==> src/rtl/ttbi_pkg.sv <==
// Shared constants, byte codes and controller/datapath interface types
// for the text terminal byte interpreter. Depends on nothing.
package ttbi_pkg;

   localparam int COLUMNS    = 32;
   localparam int ROWS       = 16;
   localparam int COL_W      = $clog2(COLUMNS);
   localparam int ROW_W      = $clog2(ROWS);
   localparam int TAB_WRITES = 3;
   localparam int TAB_CNT_W  = $clog2(TAB_WRITES);

   // Control bytes in normal phase.
   localparam logic [7:0] CH_NUL        = 8'h00;
   localparam logic [7:0] CH_BEL        = 8'h07;
   localparam logic [7:0] CH_BS         = 8'h08;
   localparam logic [7:0] CH_TAB        = 8'h09;
   localparam logic [7:0] CH_LF         = 8'h0A;
   localparam logic [7:0] CH_UP         = 8'h0B;
   localparam logic [7:0] CH_CR         = 8'h0D;
   localparam logic [7:0] CH_DOWN       = 8'h16;
   localparam logic [7:0] CH_CLEAR      = 8'h1A;
   localparam logic [7:0] CH_ESC        = 8'h1B;
   localparam logic [7:0] CH_HOME       = 8'h1E;
   localparam logic [7:0] CH_ADVANCE    = 8'h1F;
   localparam logic [7:0] CH_CODE_BASE  = 8'h20;

   // Bytes after ESC.
   localparam logic [7:0] CH_ESC_HOME   = 8'h7D;
   localparam logic [7:0] CH_CLR_STAR   = 8'h2A;
   localparam logic [7:0] CH_CLR_COMMA  = 8'h2C;
   localparam logic [7:0] CH_CLR_COLON  = 8'h3A;
   localparam logic [7:0] CH_CLR_SEMI   = 8'h3B;
   localparam logic [7:0] CH_CLR_PLUS   = 8'h2B;
   localparam logic [7:0] CH_APOSTROPHE = 8'h27;
   localparam logic [7:0] CH_ERASE_EOL  = 8'h54;

   // Bytes after ESC apostrophe.
   localparam logic [7:0] CH_CURSOR_OFF = 8'h30;
   localparam logic [7:0] CH_CURSOR_ON  = 8'h31;

   typedef enum logic [1:0] {
      OP_BYTE,
      OP_TAB,
      OP_ERASE
   } op_type;

   typedef struct packed {
      logic   load;
      op_type op;
      logic   last;
   } cmd_type;

   typedef struct packed {
      logic out_free;
      logic byte_nonzero;
      logic is_tab;
      logic is_erase;
      logic col_at_end;
      logic erase_done;
   } status_type;

endpackage

==> src/rtl/ttbi_dpath.sv <==
// Datapath of the text terminal byte interpreter: cursor and escape state,
// byte decode and the result register. Depends on ttbi_pkg.
module ttbi_dpath (
   input  logic                 clock,
   input  logic                 reset,
   input  logic [7:0]           req_char_code,
   input  ttbi_pkg::cmd_type    cmd,
   output ttbi_pkg::status_type status,
   input  logic                 rsp_stall,
   output logic                 rsp_valid,
   output logic                 rsp_write_valid,
   output logic [8:0]           rsp_write_addr,
   output logic [7:0]           rsp_write_code,
   output logic                 rsp_clear_screen,
   output logic                 rsp_scroll_up,
   output logic                 rsp_beep,
   output logic [4:0]           rsp_cursor_col,
   output logic [3:0]           rsp_cursor_row,
   output logic                 rsp_cursor_shown,
   output logic                 rsp_last
);
   import ttbi_pkg::*;

   localparam logic [1:0] PH_NORMAL = 2'd0;
   localparam logic [1:0] PH_ESC    = 2'd1;
   localparam logic [1:0] PH_CURSOR = 2'd2;

   localparam logic [COL_W-1:0] COL_LAST = COL_W'(COLUMNS - 1);
   localparam logic [ROW_W-1:0] ROW_LAST = ROW_W'(ROWS - 1);

   logic [COL_W-1:0] column_ff, column_in;
   logic [ROW_W-1:0] row_ff, row_in;
   logic [1:0]       phase_ff, phase_in;
   logic             cursor_ff, cursor_in;
   logic [COL_W-1:0] erase_col_ff, erase_col_in;

   logic             valid_ff, valid_in;
   logic             wv_ff, wv_in;
   logic [8:0]       addr_ff, addr_in;
   logic [7:0]       code_ff, code_in;
   logic             clear_ff, clear_in;
   logic             scroll_ff, scroll_in;
   logic             beep_ff, beep_in;
   logic [4:0]       ccol_ff, ccol_in;
   logic [3:0]       crow_ff, crow_in;
   logic             shown_ff, shown_in;
   logic             last_ff, last_in;

   logic [COL_W-1:0] wr_col;
   logic [ROW_W-1:0] wr_row;
   logic [COL_W-1:0] adv_col;
   logic [ROW_W-1:0] adv_row;
   logic             adv_scroll;
   logic             esc_phase;
   logic             cur_phase;

   // Cursor advance with wrap into the next row and scroll at the bottom.
   always_comb begin
      adv_scroll = 1'b0;
      adv_row    = row_ff;
      if (column_ff == COL_LAST) begin
         adv_col = '0;
         if (row_ff == ROW_LAST) begin
            adv_scroll = 1'b1;
         end else begin
            adv_row = row_ff + 1'b1;
         end
      end else begin
         adv_col = column_ff + 1'b1;
      end
   end

   assign esc_phase = (phase_ff == PH_ESC);
   assign cur_phase = (phase_ff == PH_CURSOR);

   assign status.out_free     = !valid_ff || !rsp_stall;
   assign status.byte_nonzero = (req_char_code != CH_NUL);
   assign status.is_tab       = !esc_phase && !cur_phase && (req_char_code == CH_TAB);
   assign status.is_erase     = esc_phase && (req_char_code == CH_ERASE_EOL);
   assign status.col_at_end   = (column_ff == COL_LAST);
   assign status.erase_done   = (erase_col_ff == COL_LAST);

   always_comb begin
      column_in    = column_ff;
      row_in       = row_ff;
      phase_in     = phase_ff;
      cursor_in    = cursor_ff;
      erase_col_in = erase_col_ff;
      wv_in        = 1'b0;
      wr_col       = column_ff;
      wr_row       = row_ff;
      code_in      = '0;
      clear_in     = 1'b0;
      scroll_in    = 1'b0;
      beep_in      = 1'b0;
      unique case (cmd.op)
         OP_BYTE: begin
            phase_in = PH_NORMAL;
            if (esc_phase) begin
               if (req_char_code == CH_ESC_HOME) begin
                  column_in = '0;
                  row_in    = '0;
               end else if (req_char_code == CH_CLR_STAR || req_char_code == CH_CLR_COMMA
                            || req_char_code == CH_CLR_COLON
                            || req_char_code == CH_CLR_SEMI
                            || req_char_code == CH_CLR_PLUS) begin
                  column_in = '0;
                  row_in    = '0;
                  clear_in  = 1'b1;
               end else if (req_char_code == CH_APOSTROPHE) begin
                  phase_in = PH_CURSOR;
               end else if (req_char_code == CH_ERASE_EOL) begin
                  wv_in        = 1'b1;
                  erase_col_in = column_ff + 1'b1;
               end
            end else if (cur_phase) begin
               if (req_char_code == CH_CURSOR_OFF) begin
                  cursor_in = 1'b0;
               end else if (req_char_code == CH_CURSOR_ON) begin
                  cursor_in = 1'b1;
               end
            end else begin
               unique case (req_char_code)
                  CH_BEL: begin
                     beep_in = 1'b1;
                  end
                  CH_BS: begin
                     if (column_ff != '0) begin
                        column_in = column_ff - 1'b1;
                     end
                  end
                  CH_TAB: begin
                     wv_in     = 1'b1;
                     column_in = adv_col;
                     row_in    = adv_row;
                     scroll_in = adv_scroll;
                  end
                  CH_LF: begin
                     if (row_ff == ROW_LAST) begin
                        scroll_in = 1'b1;
                     end else begin
                        row_in = row_ff + 1'b1;
                     end
                  end
                  CH_UP: begin
                     row_in = (row_ff == '0) ? ROW_LAST : row_ff - 1'b1;
                  end
                  CH_CR: begin
                     column_in = '0;
                  end
                  CH_DOWN: begin
                     if (row_ff != ROW_LAST) begin
                        row_in = row_ff + 1'b1;
                     end
                  end
                  CH_CLEAR: begin
                     column_in = '0;
                     row_in    = '0;
                     clear_in  = 1'b1;
                  end
                  CH_ESC: begin
                     phase_in = PH_ESC;
                  end
                  CH_HOME: begin
                     column_in = '0;
                     row_in    = '0;
                  end
                  CH_ADVANCE: begin
                     column_in = adv_col;
                     row_in    = adv_row;
                     scroll_in = adv_scroll;
                  end
                  default: begin
                     wv_in     = 1'b1;
                     code_in   = req_char_code - CH_CODE_BASE;
                     column_in = adv_col;
                     row_in    = adv_row;
                     scroll_in = adv_scroll;
                  end
               endcase
            end
         end
         OP_TAB: begin
            wv_in     = 1'b1;
            column_in = adv_col;
            row_in    = adv_row;
            scroll_in = adv_scroll;
         end
         OP_ERASE: begin
            wv_in        = 1'b1;
            wr_col       = erase_col_ff;
            erase_col_in = erase_col_ff + 1'b1;
         end
         default: begin
         end
      endcase
   end

   assign addr_in  = wv_in ? 9'(wr_row * COLUMNS + wr_col) : '0;
   assign ccol_in  = 5'(column_in);
   assign crow_in  = 4'(row_in);
   assign shown_in = cursor_in;
   assign last_in  = cmd.last;
   assign valid_in = cmd.load || (valid_ff && rsp_stall);

   always_ff @(posedge clock) begin
      if (reset) begin
         column_ff <= '0;
         row_ff    <= '0;
         phase_ff  <= PH_NORMAL;
         cursor_ff <= 1'b1;
         valid_ff  <= 1'b0;
      end else begin
         valid_ff <= valid_in;
         if (cmd.load) begin
            column_ff <= column_in;
            row_ff    <= row_in;
            phase_ff  <= phase_in;
            cursor_ff <= cursor_in;
         end
      end
   end

   always_ff @(posedge clock) begin
      if (cmd.load) begin
         erase_col_ff <= erase_col_in;
         wv_ff        <= wv_in;
         addr_ff      <= addr_in;
         code_ff      <= code_in;
         clear_ff     <= clear_in;
         scroll_ff    <= scroll_in;
         beep_ff      <= beep_in;
         ccol_ff      <= ccol_in;
         crow_ff      <= crow_in;
         shown_ff     <= shown_in;
         last_ff      <= last_in;
      end
   end

   assign rsp_valid        = valid_ff;
   assign rsp_write_valid  = wv_ff;
   assign rsp_write_addr   = addr_ff;
   assign rsp_write_code   = code_ff;
   assign rsp_clear_screen = clear_ff;
   assign rsp_scroll_up    = scroll_ff;
   assign rsp_beep         = beep_ff;
   assign rsp_cursor_col   = ccol_ff;
   assign rsp_cursor_row   = crow_ff;
   assign rsp_cursor_shown = shown_ff;
   assign rsp_last         = last_ff;

endmodule

==> src/rtl/ttbi_ctrl.sv <==
// Controller of the text terminal byte interpreter: sequences the tab and
// erase-to-end-of-line bursts. Depends on ttbi_pkg.
module ttbi_ctrl (
   input  logic                 clock,
   input  logic                 reset,
   input  logic                 req_valid,
   output logic                 req_stall,
   input  ttbi_pkg::status_type status,
   output ttbi_pkg::cmd_type    cmd
);
   import ttbi_pkg::*;

   localparam logic [1:0] S_IDLE  = 2'd0;
   localparam logic [1:0] S_TAB   = 2'd1;
   localparam logic [1:0] S_ERASE = 2'd2;

   logic [1:0]           state_ff, state_in;
   logic [TAB_CNT_W-1:0] tab_cnt_ff, tab_cnt_in;

   always_comb begin
      state_in   = state_ff;
      tab_cnt_in = tab_cnt_ff;
      req_stall  = 1'b1;
      cmd.load   = 1'b0;
      cmd.op     = OP_BYTE;
      cmd.last   = 1'b1;
      unique case (state_ff)
         S_IDLE: begin
            req_stall = !status.out_free;
            if (req_valid && status.out_free && status.byte_nonzero) begin
               cmd.load = 1'b1;
               if (status.is_tab) begin
                  cmd.last   = 1'b0;
                  state_in   = S_TAB;
                  tab_cnt_in = TAB_CNT_W'(TAB_WRITES - 1);
               end else if (status.is_erase && !status.col_at_end) begin
                  cmd.last = 1'b0;
                  state_in = S_ERASE;
               end
            end
         end
         S_TAB: begin
            if (status.out_free) begin
               cmd.load   = 1'b1;
               cmd.op     = OP_TAB;
               cmd.last   = (tab_cnt_ff == TAB_CNT_W'(1));
               tab_cnt_in = tab_cnt_ff - 1'b1;
               if (cmd.last) begin
                  state_in = S_IDLE;
               end
            end
         end
         S_ERASE: begin
            if (status.out_free) begin
               cmd.load = 1'b1;
               cmd.op   = OP_ERASE;
               cmd.last = status.erase_done;
               if (status.erase_done) begin
                  state_in = S_IDLE;
               end
            end
         end
         default: begin
            state_in = S_IDLE;
         end
      endcase
   end

   always_ff @(posedge clock) begin
      if (reset) begin
         state_ff   <= S_IDLE;
         tab_cnt_ff <= '0;
      end else begin
         state_ff   <= state_in;
         tab_cnt_ff <= tab_cnt_in;
      end
   end

endmodule

==> src/rtl/text_terminal_byte_interpreter.sv <==
// Text terminal byte interpreter: a byte's first result appears in the cycle after
// its transfer; a single-result byte sustains one byte per cycle while unstalled.
// A tab gives three results and ESC T up to 32, one per cycle while unstalled,
// and the input is stalled until the last result of the burst is registered.
// Synchronous reset homes the cursor, shows it, leaves escape mode and empties
// the result register. Depends on ttbi_pkg, ttbi_ctrl and ttbi_dpath.
module text_terminal_byte_interpreter (
   input  logic       clock,
   input  logic       reset,
   input  logic       req_valid,
   output logic       req_stall,
   input  logic [7:0] req_char_code,
   output logic       rsp_valid,
   input  logic       rsp_stall,
   output logic       rsp_write_valid,
   output logic [8:0] rsp_write_addr,
   output logic [7:0] rsp_write_code,
   output logic       rsp_clear_screen,
   output logic       rsp_scroll_up,
   output logic       rsp_beep,
   output logic [4:0] rsp_cursor_col,
   output logic [3:0] rsp_cursor_row,
   output logic       rsp_cursor_shown,
   output logic       rsp_last
);
   import ttbi_pkg::*;

   // The controller only decides when the datapath loads its result register,
   // which kind of step it performs and whether it is the last. All cursor and
   // escape state lives in the datapath, which reports back the few decode facts
   // the controller needs to start and finish a burst.
   cmd_type    cmd;
   status_type status;

   // The controller accepts a new byte in the same cycle that the previous
   // result is taken, so the result register acts as the only buffer between
   // the two channels. A zero byte is transferred but produces no result.
   ttbi_ctrl u_ctrl (
      .clock     (clock),
      .reset     (reset),
      .req_valid (req_valid),
      .req_stall (req_stall),
      .status    (status),
      .cmd       (cmd)
   );

   // The datapath updates the cursor state only when a result is loaded, so
   // each result carries the cursor position as it stands after that step.
   ttbi_dpath u_dpath (
      .clock            (clock),
      .reset            (reset),
      .req_char_code    (req_char_code),
      .cmd              (cmd),
      .status           (status),
      .rsp_stall        (rsp_stall),
      .rsp_valid        (rsp_valid),
      .rsp_write_valid  (rsp_write_valid),
      .rsp_write_addr   (rsp_write_addr),
      .rsp_write_code   (rsp_write_code),
      .rsp_clear_screen (rsp_clear_screen),
      .rsp_scroll_up    (rsp_scroll_up),
      .rsp_beep         (rsp_beep),
      .rsp_cursor_col   (rsp_cursor_col),
      .rsp_cursor_row   (rsp_cursor_row),
      .rsp_cursor_shown (rsp_cursor_shown),
      .rsp_last         (rsp_last)
   );

endmodule

==> config.mk <==
export PLATFORM = sky130hd
export DESIGN_NAME = text_terminal_byte_interpreter
export DESIGN_NICKNAME = d
export VERILOG_FILES = /design/src/rtl/ttbi_pkg.sv /design/src/rtl/ttbi_dpath.sv /design/src/rtl/ttbi_ctrl.sv /design/src/rtl/text_terminal_byte_interpreter.sv
export SDC_FILE = /design/constraint.sdc
export NUM_CORES = 1
export LEC_CHECK = 0
export BUFFER_PORTS_ARGS = -buffer_cell sky130_fd_sc_hd__buf_4
export CAP_MARGIN = 15
export CORE_MARGIN = 2
export CORE_UTILIZATION = 40
export CTS_BUF_LIST = sky130_fd_sc_hd__clkbuf_8
export CTS_CLUSTER_SIZE = 10
export DETAILED_ROUTE_END_ITERATION = 10
export GPL_TIMING_DRIVEN = 0
export MAX_ROUTING_LAYER = met4
export SYNTH_ARGS = -nofsm -noshare
export SYNTH_HDL_FRONTEND = slang
export SYNTH_HIERARCHICAL = 1
export SYNTH_SLANG_ARGS = --single-unit
==> constraint.sdc <==
create_clock -name clock -period 7.34 [get_ports clock]
set_input_delay 1.468 -clock clock [delete_from_list [all_inputs] [get_ports clock]]
set_output_delay 1.468 -clock clock [all_outputs]
set_load 0.01 [all_outputs]
## Yosys cells after proc, flatten, opt, wreduce, memory -nomap -nowiden

Cells that the tools add are included.

| operators by class | value |
|---|---|
| add/sub/neg operators | 8 |
| equality and inequality tests | 44 |
| muxes and demuxes | 78 |
| bitwise logic cells | 1 |
| reductions and logical operators | 39 |

Operators by type and width:

| cell | number |
|---|---|
| $eq A8 B6 Y1 const B | 8 |
| $mux W5 | 12 |
| $eq A8 B4 Y1 const B | 5 |
| $eq A8 B5 Y1 const B | 5 |
| $mux W4 | 10 |
| $mux W2 | 15 |
| $mux W1 | 28 |
| $pmux W4 S5 | 1 |
| $pmux W5 S2 | 2 |
| $eq A8 B7 Y1 const B | 2 |
| $pmux W5 S3 | 1 |
| $ne A2 B1 Y1 const B | 7 |
| $reduce_or A14 Y1 | 1 |
| $add A5 B1 Y5 const B | 2 |
| $eq A5 B5 Y1 const B | 2 |
| $reduce_or A10 Y1 | 1 |
| $add A9 B5 Y9 | 1 |
| $eq A2 B1 Y1 const B | 4 |
| $eq A8 B3 Y1 const B | 1 |
| $ne A2 B2 Y1 const B | 4 |
| $pmux W2 S2 | 2 |
| $pmux W4 S2 | 1 |
| $reduce_bool A8 Y1 | 1 |
| $reduce_or A8 Y1 | 1 |
| 28 further kinds | 53 |

| storage, ports and cells | value |
|---|---|
| register bits after elaboration | 54 |
| bits of input ports | 12 |
| output and inout bits | 34 |
| word-level logic and storage cells | 188 |

## Depth between registers and ports, before layout

Gate-level depths: netlist (run 1).

| depth | value |
|---|---|
| depth in word-level cells | 9 |
| depth in mapped cells | 12 |

## Cells and area by module

The synthesis (run 1) kept the hierarchy.

By module, submodules not included:

| module | times used | cells each | area each (um^2) | seq. area each (um^2) |
|---|---|---|---|---|
| ttbi_dpath | 1 | 393 | 3589.7 | 1371.3 |
| ttbi_ctrl | 1 | 50 | 432.9 | 80.1 |

## Worst setup path after synthesis (run 1)

No wires, ideal clock.

| path | value |
|---|---|
| path type | input-to-reg |
| from | input port req_char_code[6] |
| to | register u_dpath.erase_col_ff[0] (enable) |
| library setup time | 0.313 ns |
| arrival time | 5.287 ns |
| setup slack | 1.740 ns |
| stages on the path | 9 |
| buffers on the path | 4 |
| cell sequence | buf_2 or3_1 buf_2 or3_1 a311oi_1 nor3_1 clkbuf_1 clkbuf_1 o21a_1 |

RTL lines:

| item | line | source |
|---|---|---|
| start, declared | text_terminal_byte_interpreter.sv:12 | `input logic [7:0] req_char_code,` |
| end signal, assigned | ttbi_dpath.sv:226 | `erase_col_ff <= erase_col_in;` |
| end, declared | ttbi_dpath.sv:35 | `logic [COL_W-1:0] erase_col_ff, erase_col_in;` |

==> results of run 1 <==
==> per-stage QoR <==
step	std cells	util	TNS [ns]	cell area [um^2]	worst slack, ns
global route	626	0.471	0	4610	2.29
detailed placement	618	0.462	0	4520	2.11
CTS	626	0.471	0	4610	2.48
floorplan	443	-	0	4020	1.74
global placement	616	0.459	-2.15	4490	-0.366
finish	626	0.471	0	4610	2.48
==> logic make-up after synthesis <==
family | synth area share
and+or+nand+nor | 0.243
AOI/OAI and AO/OA | 0.208
buffers and inverters | 0.0641
DFF | 0.361
adders and majority gates | 0.0653
muxes | 0.0411
xor gates and xnor gates | 0.0174
==> flip-flops by register name (all words and copies together), names as in the netlist, 4 cells and up <==
| name | cells |
|---|---|
| u_dpath/column_ff | 5 |
| u_dpath/erase_col_ff | 5 |
| u_dpath/row_ff | 4 |
| u_dpath/rsp_cursor_col | 5 |
| u_dpath/rsp_cursor_row | 4 |
| u_dpath/rsp_write_addr | 9 |
| u_dpath/rsp_write_code | 8 |
==> synth_stat cells, types with 5 or more instances <==
cell type | instances | share of area
buf_2 | 14 | 0.017
nor2_1 | 37 | 0.035
o21a_1 | 6 | 0.011
clkbuf_1 | 12 | 0.011
o31ai_1 | 6 | 0.011
nor2b_1 | 8 | 0.012
inv_1 | 25 | 0.023
edfxtp_1 | 37 | 0.28
nand2b_1 | 15 | 0.023
nand3b_1 | 5 | 0.0093
and3_1 | 6 | 0.0093
and2_1 | 10 | 0.016
mux2i_1 | 12 | 0.030
dfxtp_1 | 17 | 0.085
nand3_1 | 15 | 0.019
nand2_1 | 34 | 0.032
ha_1 | 21 | 0.065
nand4_1 | 6 | 0.0093
o21ai_0 | 12 | 0.015
a21oi_1 | 26 | 0.032
nor3_1 | 8 | 0.010
a31oi_1 | 5 | 0.0078
==> report_power, final <==
part,total (mW),internal (mW),leakage (nW),switching [mW]
Sequential,0.349,0.343,0.496,0.00626
Combinational,0.135,0.0553,1.25,0.0799
Clock,0.173,0.0675,0.0458,0.105
Total,0.657,0.466,1.79,0.192
==> path summary, 6_finish.rpt <==
check,from,to,cells after the start
max,req_char_code[3],u_dpath/erase_col_ff[2]$_DFFE_PP_,9
min reg2reg,u_dpath/phase_ff[0]$_SDFFE_PP0P_,u_dpath/phase_ff[0]$_SDFFE_PP0P_,2
max reg2reg,u_ctrl/state_ff[1]$_SDFFE_PP0P_,u_dpath/erase_col_ff[2]$_DFFE_PP_,9
min,u_dpath/phase_ff[0]$_SDFFE_PP0P_,u_dpath/phase_ff[0]$_SDFFE_PP0P_,2
==> layout by cell type, fill, tap and decap left out, drive strengths merged, types with 6 or more instances in the layout <==
cell / n
ha: 21
nand4: 6
and3: 7
nand2b: 15
nor3: 11
edfxtp: 37
inv: 26
and2: 11
nand3: 15
a31oi: 6
o21ai: 16
a21oi: 26
mux2i: 12
o21a: 6
clkbuf: 17
nor2b: 8
dfxtp: 17
buf: 62
o31ai: 6
nor2: 37
nand2: 34
==> worst max-delay path, stage by stage <==
cell	delay, ns
buf_2	0.15
clkbuf_1	0.49
or3_1	0.28
a311oi_1	0.12
nor3_2	0.67
buf_6	0.26
clkbuf_1	0.43
clkbuf_1	0.57
o21a_1	0.40
==> final cells by class <==
| cell class | instances | share of cell area |
|---|---|---|
| multi-input cells | 331 | 0.503 |
| flip-flops and latches | 54 | 0.315 |
| repair buffers | 42 | 0.0701 |
| well taps | 133 | 0.0361 |
| plain buffers | 32 | 0.0348 |
| inverters | 26 | 0.0212 |
| clock buffers | 5 | 0.0149 |
| clock inverters | 3 | 0.00462 |
==> per-layer routing <==
metal,global-route usage,vias to the layer above,routed length (um)
met5,-,-,0
met4,0.0753,0,271
met3,0.0307,19,625
met2,0.328,127,5130
met1,0.291,1744,5310
li1,-,1728,-
==> summary.md, run 1 <==
| Metric | Value |
|---|---|
| Status | complete, no violations |
| Crit start category | input port |
| CTS tree | done |
| Max cap viols | 0 |
| CTS Root Cell | clkbuf_8 |
| Worst-path clk slew | 0.10 ns |
| Die Ht | 104 um |
| RSZ-0062 raised after global routing | no |
| Core area | 9770 um^2 |
| Die width | 104 um |
| Leak pwr | 1.79 nW |
| FILL cells | 996 |
| Flop2flop setup slack | 3.78 ns |
| F_max | 206 MHz |
| Cell variety after synth | 80 |
| Clk sinks | 54 |
| Syn Inst Count | 443 |
| Worst Clk Skew | 0.00595 ns |
| Initial antenna violation count | 0 |
| GRT Total Usage | 0.214 |
| Area grow syn2layout | 14.5% |
| Max VDD drop | 0.0000799 V |
| Vias in the first global route | 3396 |
| CTS H-tree depth | 2 |
| Final Cycle Share | 0.662 |
| Synth warn | 6 |
| Post-DRT Antenna Nets | 0 |
| Crit end category | flop |
| Top-Level Pins | 46 |
| Total grt overflow | 0 |
| Routed WL per cell | 18.1 um |
| Post_cts resized | 0 |
| Clock buffer count from CTS | 5 |
| Data arrival, critical path | 4.86 ns |
| Setup repair bufs after CTS | 0 |
| Final net count | 525 |
| Syn_nets | 476 |
| Total Wirelength | 11.3 mm |
| Residual DRC count | 0 |
| N_diodes | 0 |
| Via count | 3618 |
| Die area | 10900 um^2 |
| CTS Buffer Depth | 2 |
| Multi-input gate area | 2320 um^2 |
| Register Area | 1450 um^2 |
| Register bit total from synthesis | 54 |
| Critical path data required time | 7.35 ns |
| Fin. Hold Viols | 0 |
| PortBufs | 40 |
| Min Tclk post-route | 4.86 ns |
| Number of DRC markers after the initial detailed-route iteration | 256 |
| PwrDens | 143 nW/um^2 |
| EDFF count, synth | 37 |
| Largest net degree at the start of global routing | 18 |
| First-pass GRT wire length | 18.1 mm |
| Setup CP Type | input port to flop |
| Sequential element share of the synthesized area | 0.361 |
| Mean Syn Cell Area | 9.08 um^2 |
| Critical path fanouts, max | 14 |
| CTS Hold Bufs | 0 |
| Share of cells above drive strength 1 | 0.195 |
| Worst Tran Pin Value | 0.877 ns |
| Final Max Slew Viols | 0 |
| Post-DP HPWL | 8.38 mm |
| Worst hold path type | flop to flop |
| Final setup violating endpoints | 0 |
| Top_reg_cell synth | edfxtp_1 |
| Power Total | 0.657 mW |
| Num rows | 36 |
| Clock latency on the worst-skew pair | 0.32 ns |
| Length of the first detailed-routing pass in iterations | 5 |
| Hold WS | 0.484 ns |
| Mapped Area | 4020 um^2 |
| Slew headroom | 0.412 |
| Placer Congestion | 0.948 |
| FFs w/ async S/R, synth | 0 |
| Initial Utilization | 0.412 |
| Vias per std cell | 5.78 |
Note: power is estimated with default switching activity, not from simulation.
==> run 2, diff against run 1 <==
==> constraint.sdc (replaced) <==
create_clock -name clock -period 4.7 [get_ports clock]
set_input_delay 0.94 -clock clock [delete_from_list [all_inputs] [get_ports clock]]
set_output_delay 0.94 -clock clock [all_outputs]
set_load 0.01 [all_outputs]
==> summary.md, run 2 (synthesis results as in run 1) <==
| Metric | Value |
|---|---|
| Most frequent cells in the layout | buf_4, nor2_1, edfxtp_1 |
| Largest net degree at the start of global routing | 22 |
| Initial antenna violation count | 0 |
| Die width | 104 um |
| Vias in the first global route | 3402 |
| Flop2flop setup slack | 1.15 ns |
| Worst Clk Skew | 0.00994 ns |
| Num rows | 36 |
| Number of DRC markers after the initial detailed-route iteration | 300 |
| Initial Utilization | 0.412 |
| Placer Congestion | 0.966 |
| CTS H-tree depth | 2 |
| Cell count along the critical path | 9 |
| CTS Buffer Depth | 2 |
| Vias per std cell | 5.72 |
| Area grow syn2layout | 15.5% |
| Worst-path cell chain | buf_2, clkbuf_1, or3_1, a311oi_1, nor3_4, buf_16, clkbuf_1, clkbuf_1, o21a_1 |
| GR Layer Usage met1 | 0.283 |
| Total grt overflow | 0 |
| Clock buffer count from CTS | 5 |
| Worst Tran Pin Value | 0.828 ns |
| Total Wirelength | 11.1 mm |
| Critical path's largest stage delay | 0.66 ns |
| First-pass GRT wire length | 17.7 mm |
| CP delay by family, top | buffers and inverters |
| Post-DP HPWL | 8.16 mm |
| Busiest grt layer | met2 |
| Core area | 9770 um^2 |
| Max cap viols | 0 |
| Final setup violating endpoints | 0 |
| Residual DRC count | 0 |
| CTS tree | done |
| Routing usage on met3 | 0.0269 |
| Commonest non-fill, non-tap cell in the layout | buf_4 |
| Critical Path Most Common Cell | clkbuf_1 |
| PwrDens | 235 nW/um^2 |
| F_max | 236 MHz |
| Via count | 3573 |
| Max reg flops | 9 |
| Final Max Slew Viols | 0 |
| Die Ht | 104 um |
| Status | complete, no violations |
| Setup repair bufs after CTS | 0 |
| Hold path depth | 2 |
| Critical path fanouts, max | 21 |
| Final Util | 0.475 |
| CTS Hold Bufs | 0 |
| RSZ-0062 raised after global routing | no |
| Crit end category | flop |
| Clock latency on the worst-skew pair | 0.33 ns |
| Max VDD drop | 0.000121 V |
| N_diodes | 0 |
| Post_cts resized | 0 |
| CTS Root Cell | clkbuf_8 |
| Length of the first detailed-routing pass in iterations | 5 |
| Slew headroom | 0.447 |
| Routed WL per cell | 17.7 um |
| Buffers & Inverters on Critical Path | 5 |
| Worst-path clk slew | 0.10 ns |
| Critical path data required time | 4.71 ns |
| Final net count | 524 |
| Fin. Hold Viols | 0 |
| Top-Level Pins | 46 |
| Worst Reg2Reg Path Length in Cells | 9 |
| Post-DRT Antenna Nets | 0 |
| GRT Total Usage | 0.207 |
| Crit start category | input port |
| Setup CP Type | input port to flop |
| Leak pwr | 1.81 nW |
| Fin Setup TNS | 0 ns |
| Share of cells above drive strength 1 | 0.195 |
| Data arrival, critical path | 4.25 ns |
| Power Total | 1.09 mW |
| PortBufs | 40 |
| Die area | 10900 um^2 |
| Final Cycle Share | 0.901 |
| Worst hold path type | flop to flop |
| CP max stage cell | nor3_4 |
| Clk sinks | 54 |
| FILL cells | 953 |
| Min Tclk post-route | 4.23 ns |
| Met2 Resource Use GR | 0.324 |
-- run 2: cell count changes in the layout (fill, tap and decap cells not counted), sizes merged --
cell | previous run | this run
buf | 62 | 61
bufinv | 0 | 1
clkinv | 3 | 1
inv | 26 | 27
-- run 2: stage by stage --
step	std cells	worst slack (ns)	hold slack [ns]	instance area (um^2)
3_3_place_gp	616	-0.961	0.462	4490
2_1_floorplan	443	0.594	0.449	4030
6_report	625	0.467	0.480	4640
3_5_place_dp	617	0.0896	0.467	4530
5_1_grt	625	0.290	0.499	4640
4_1_cts	625	0.436	0.482	4640
-- run 2: layer usage --
metal	wire, um	vias up
met1	5280	1725
li1	-	1729
met2	5200	102
met5	0	-
met3	402	17
met4	193	0
-- run 2: path summary, 6_finish.rpt --
kind / to / startpoint
setup / recovery: u_dpath/erase_col_ff[3]$_DFFE_PP_ / req_char_code[3]
setup reg to reg: u_dpath/erase_col_ff[3]$_DFFE_PP_ / u_ctrl/state_ff[0]$_SDFFE_PP0P_
hold reg to reg: u_dpath/phase_ff[1]$_SDFFE_PP0P_ / u_dpath/phase_ff[1]$_SDFFE_PP0P_
hold / removal: u_dpath/phase_ff[1]$_SDFFE_PP0P_ / u_dpath/phase_ff[1]$_SDFFE_PP0P_
-- run 2: layout make-up --
type,instances,area [um^2],area share
multi-input cells,331,2320,0.501
flip-flops and latches,54,1450,0.312
repair buffers,41,328,0.0706
well taps,133,166,0.0358
plain buffers,32,160,0.0345
inverters,26,97.6,0.0210
clock buffers,5,68.8,0.0148
clock inverters,3,47.5,0.0102
-- run 2: tightest hold or removal path, stage by stage (launching register included) --
cell and delay [ns]:
dfxtp_1 0.34, nand2_1 0.06, a21oi_1 0.05
-- run 2: power breakdown --
| group | switching, mW | internal (mW) |
|---|---|---|
| Combinational | 0.124 | 0.0875 |
| Clock | 0.172 | 0.162 |
| Sequential | 0.00975 | 0.536 |
| Total | 0.305 | 0.785 |
==> run 3, diff against run 2 <==
--- a/config.mk
+++ b/config.mk
@@ -5,7 +5,8 @@
 export SDC_FILE = /design/constraint.sdc
 export NUM_CORES = 1
 export LEC_CHECK = 0
-export BUFFER_PORTS_ARGS = -buffer_cell sky130_fd_sc_hd__buf_4
+export ABC_AREA = 1
+export BUFFER_PORTS_ARGS = -buffer_cell sky130_fd_sc_hd__buf_2
 export CAP_MARGIN = 15
 export CORE_MARGIN = 2
 export CORE_UTILIZATION = 40
==> summary.md, run 3 <==
| Metric | Value |
|---|---|
| Status | complete, no violations |
| Post-DP Area | 4360 um^2 |
| Dominant cells by area after synthesis | edfxtp_1, nand2_1, dfxtp_1, ha_1, nor2_1 |
| GRT Total Usage | 0.216 |
| Total grt overflow | 0 |
| Final Cycle Share | 0.736 |
| Setup CP Type | input port to flop |
| Worst min-delay path endpoint | u_dpath/cursor_ff$_SDFFE_PP1P_ |
| Worst-path clk slew | 0.11 ns |
| Worst Reg2Reg Path Length in Cells | 8 |
| Data arrival, critical path | 3.43 ns |
| Reg-to-Reg Start | u_ctrl/state_ff[1]$_SDFFE_PP0P_ |
| Clock latency on the worst-skew pair | 0.32 ns |
| Die area | 10700 um^2 |
| PwrDens | 277 nW/um^2 |
| Setup repair bufs after CTS | 0 |
| Num rows | 36 |
| Hold path depth | 2 |
| Synth warn | 6 |
| Final setup violating endpoints | 0 |
| Number of DRC markers after the initial detailed-route iteration | 200 |
| Critical path fanouts, max | 20 |
| Largest net degree at the start of global routing | 21 |
| First-pass GRT wire length | 17.2 mm |
| CTS Hold Bufs | 0 |
| Register bit total from synthesis | 54 |
| Share of cells above drive strength 1 | 0.193 |
| Core area | 9680 um^2 |
| Count leader, synth | nand2_1 |
| Most frequent cells in the layout | nand2_1, nor2_1, inv_1 |
| Design area | 4460 um^2 |
| Post-DRT Antenna Nets | 0 |
| N_diodes | 0 |
| Initial antenna violation count | 0 |
| CP delay by family, top | compound AO/OA/AOI/OAI gates |
| Placer Congestion | 0.961 |
| Max reg flops | 9 |
| Hold Startpoint | u_dpath/cursor_ff$_SDFFE_PP1P_ |
| Leak pwr | 2.14 nW |
| Mean Syn Cell Area | 7.32 um^2 |
| Critical Path Most Common Cell | inv_1 |
| Die Ht | 103 um |
| Final net count | 623 |
| Min Tclk post-route | 3.46 ns |
| CTS tree | done |
| Post-layout worst setup margin | 1.24 ns |
| Slew headroom | 0.527 |
| CTS Root Cell | clkbuf_8 |
| Max VDD drop | 0.000134 V |
| Worst-path cell chain | buf_2, inv_1, nand2_2, nor2_4, nand2_1, inv_1, nor2_1, nand2_1, a21oi_4, buf_16, inv_1, clkbuf_1, a21oi_1 |
| Fin. Hold Viols | 0 |
| Crit end category | flop |
| Cell variety after synth | 41 |
| Syn_nets | 571 |
| Worst Tran Pin Value | 0.710 ns |
| Via count | 3661 |
| Worst hold path type | flop to flop |
| Vias per std cell | 5.06 |
| Mapped Area | 3940 um^2 |
| Die width | 103 um |
| Fin Setup TNS | 0 ns |
| FILL cells | 1005 |
| CP max stage cell | a21oi_1 |
| Critical path data required time | 4.68 ns |
| RSZ-0062 raised after global routing | no |
| Routed WL per cell | 14.6 um |
| PortBufs | 44 |
| Worst Clk Skew | 0.00539 ns |
| Initial Utilization | 0.406 |
| Share of the synthesized area in the top cell type | 0.282 |
| Crit start category | input port |
| Reg2reg end | u_dpath/erase_col_ff[1]$_DFFE_PP_ |
| Length of the first detailed-routing pass in iterations | 4 |
| Flop2flop setup slack | 1.62 ns |
| CTS H-tree depth | 2 |
| Total Wirelength | 10.6 mm |
| Residual DRC count | 0 |
| Commonest non-fill, non-tap cell in the layout | nand2_1 |
| Clock buffer count from CTS | 5 |
| EDFF count, synth | 37 |
| Multi-input gate area | 2160 um^2 |
| Final Util | 0.460 |
| Critical path's largest stage delay | 0.54 ns |
| F_max | 289 MHz |
| Vias in the first global route | 3473 |
| Top-Level Pins | 46 |
| Synth top cells by count | nand2_1, nor2_1, inv_1 |
| Sequential element share of the synthesized area | 0.369 |
| Max cap viols | 0 |
| Syn Inst Count | 538 |
| Area grow syn2layout | 13.3% |
| FFs w/ async S/R, synth | 0 |
| Post_cts resized | 0 |
| Buffers & Inverters on Critical Path | 6 |
| Register Area | 1450 um^2 |
| Post-synth top area cell | edfxtp_1 |
| CTS Buffer Depth | 2 |
| Clk sinks | 54 |
| Power Total | 1.24 mW |
| Top_reg_cell synth | edfxtp_1 |
| Final Max Slew Viols | 0 |
| Pre-CTS setup slack | 0.870 ns |
| Post-DP HPWL | 7.95 mm |
==> run 3: layer usage <==
layer / up-vias / GRT usage / routed length [um]
met5: - / - / 0
met4: 0 / 0.0719 / 249
met3: 18 / 0.0249 / 468
li1: 1843 / - / -
met2: 101 / 0.340 / 4890
met1: 1699 / 0.293 / 4940
==> run 3: stage by stage <==
| step | instances | hold WS [ns] |
|---|---|---|
| finish | 724 | 0.506 |
| global route | 724 | 0.526 |
| CTS | 724 | 0.504 |
| detailed placement | 716 | 0.484 |
| global placement | 715 | 0.479 |
| floorplan | 538 | 0.456 |
==> run 3: area by class of cell <==
class	count	share of cell area
plain buffers	15	0.0137
clock inverters	3	0.00645
multi-input cells	395	0.484
repair buffers	45	0.0556
well taps	133	0.0373
inverters	74	0.0623
flip-flops and latches	54	0.325
clock buffers	5	0.0154
==> run 3: worst max-delay path by stage <==
stage | start | endpoint | slack [ns] | cells after the start
2_1_floorplan | req_char_code[6] | u_dpath/erase_col_ff[0]$_DFFE_PP_ | 0.41 | 11
6_report | req_char_code[6] | u_dpath/erase_col_ff[1]$_DFFE_PP_ | 1.24 | 13
5_1_grt | req_char_code[6] | u_dpath/erase_col_ff[1]$_DFFE_PP_ | 1.06 | 13
3_5_place_dp | req_char_code[6] | u_dpath/erase_col_ff[0]$_DFFE_PP_ | 0.87 | 13
4_1_cts | req_char_code[6] | u_dpath/erase_col_ff[1]$_DFFE_PP_ | 1.23 | 13
3_3_place_gp | req_char_code[6] | u_dpath/erase_col_ff[0]$_DFFE_PP_ | -1.20 | 12
==> run 3: cells by family after synthesis <==
| kind of cell | share of synthesized area |
|---|---|
| AOI/OAI and AO/OA | 0.116 |
| adders and majority gates | 0.0668 |
| and+or+nand+nor | 0.342 |
| DFF | 0.369 |
| buffers and inverters | 0.0861 |
| muxes | 0.00254 |
| xor gates and xnor gates | 0.0178 |
==> run 3: report_power, final <==
group	switching [mW]	internal [mW]	total [mW]
clock network	0.175	0.112	0.287
registers	0.0188	0.570	0.589
logic	0.238	0.122	0.360
total	0.432	0.804	1.24
==> run 3: tightest hold or removal path, stage by stage, from the launching register on <==
cell,delay (ns)
dfxtp_1,0.31
inv_1,0.07
o211ai_1,0.08
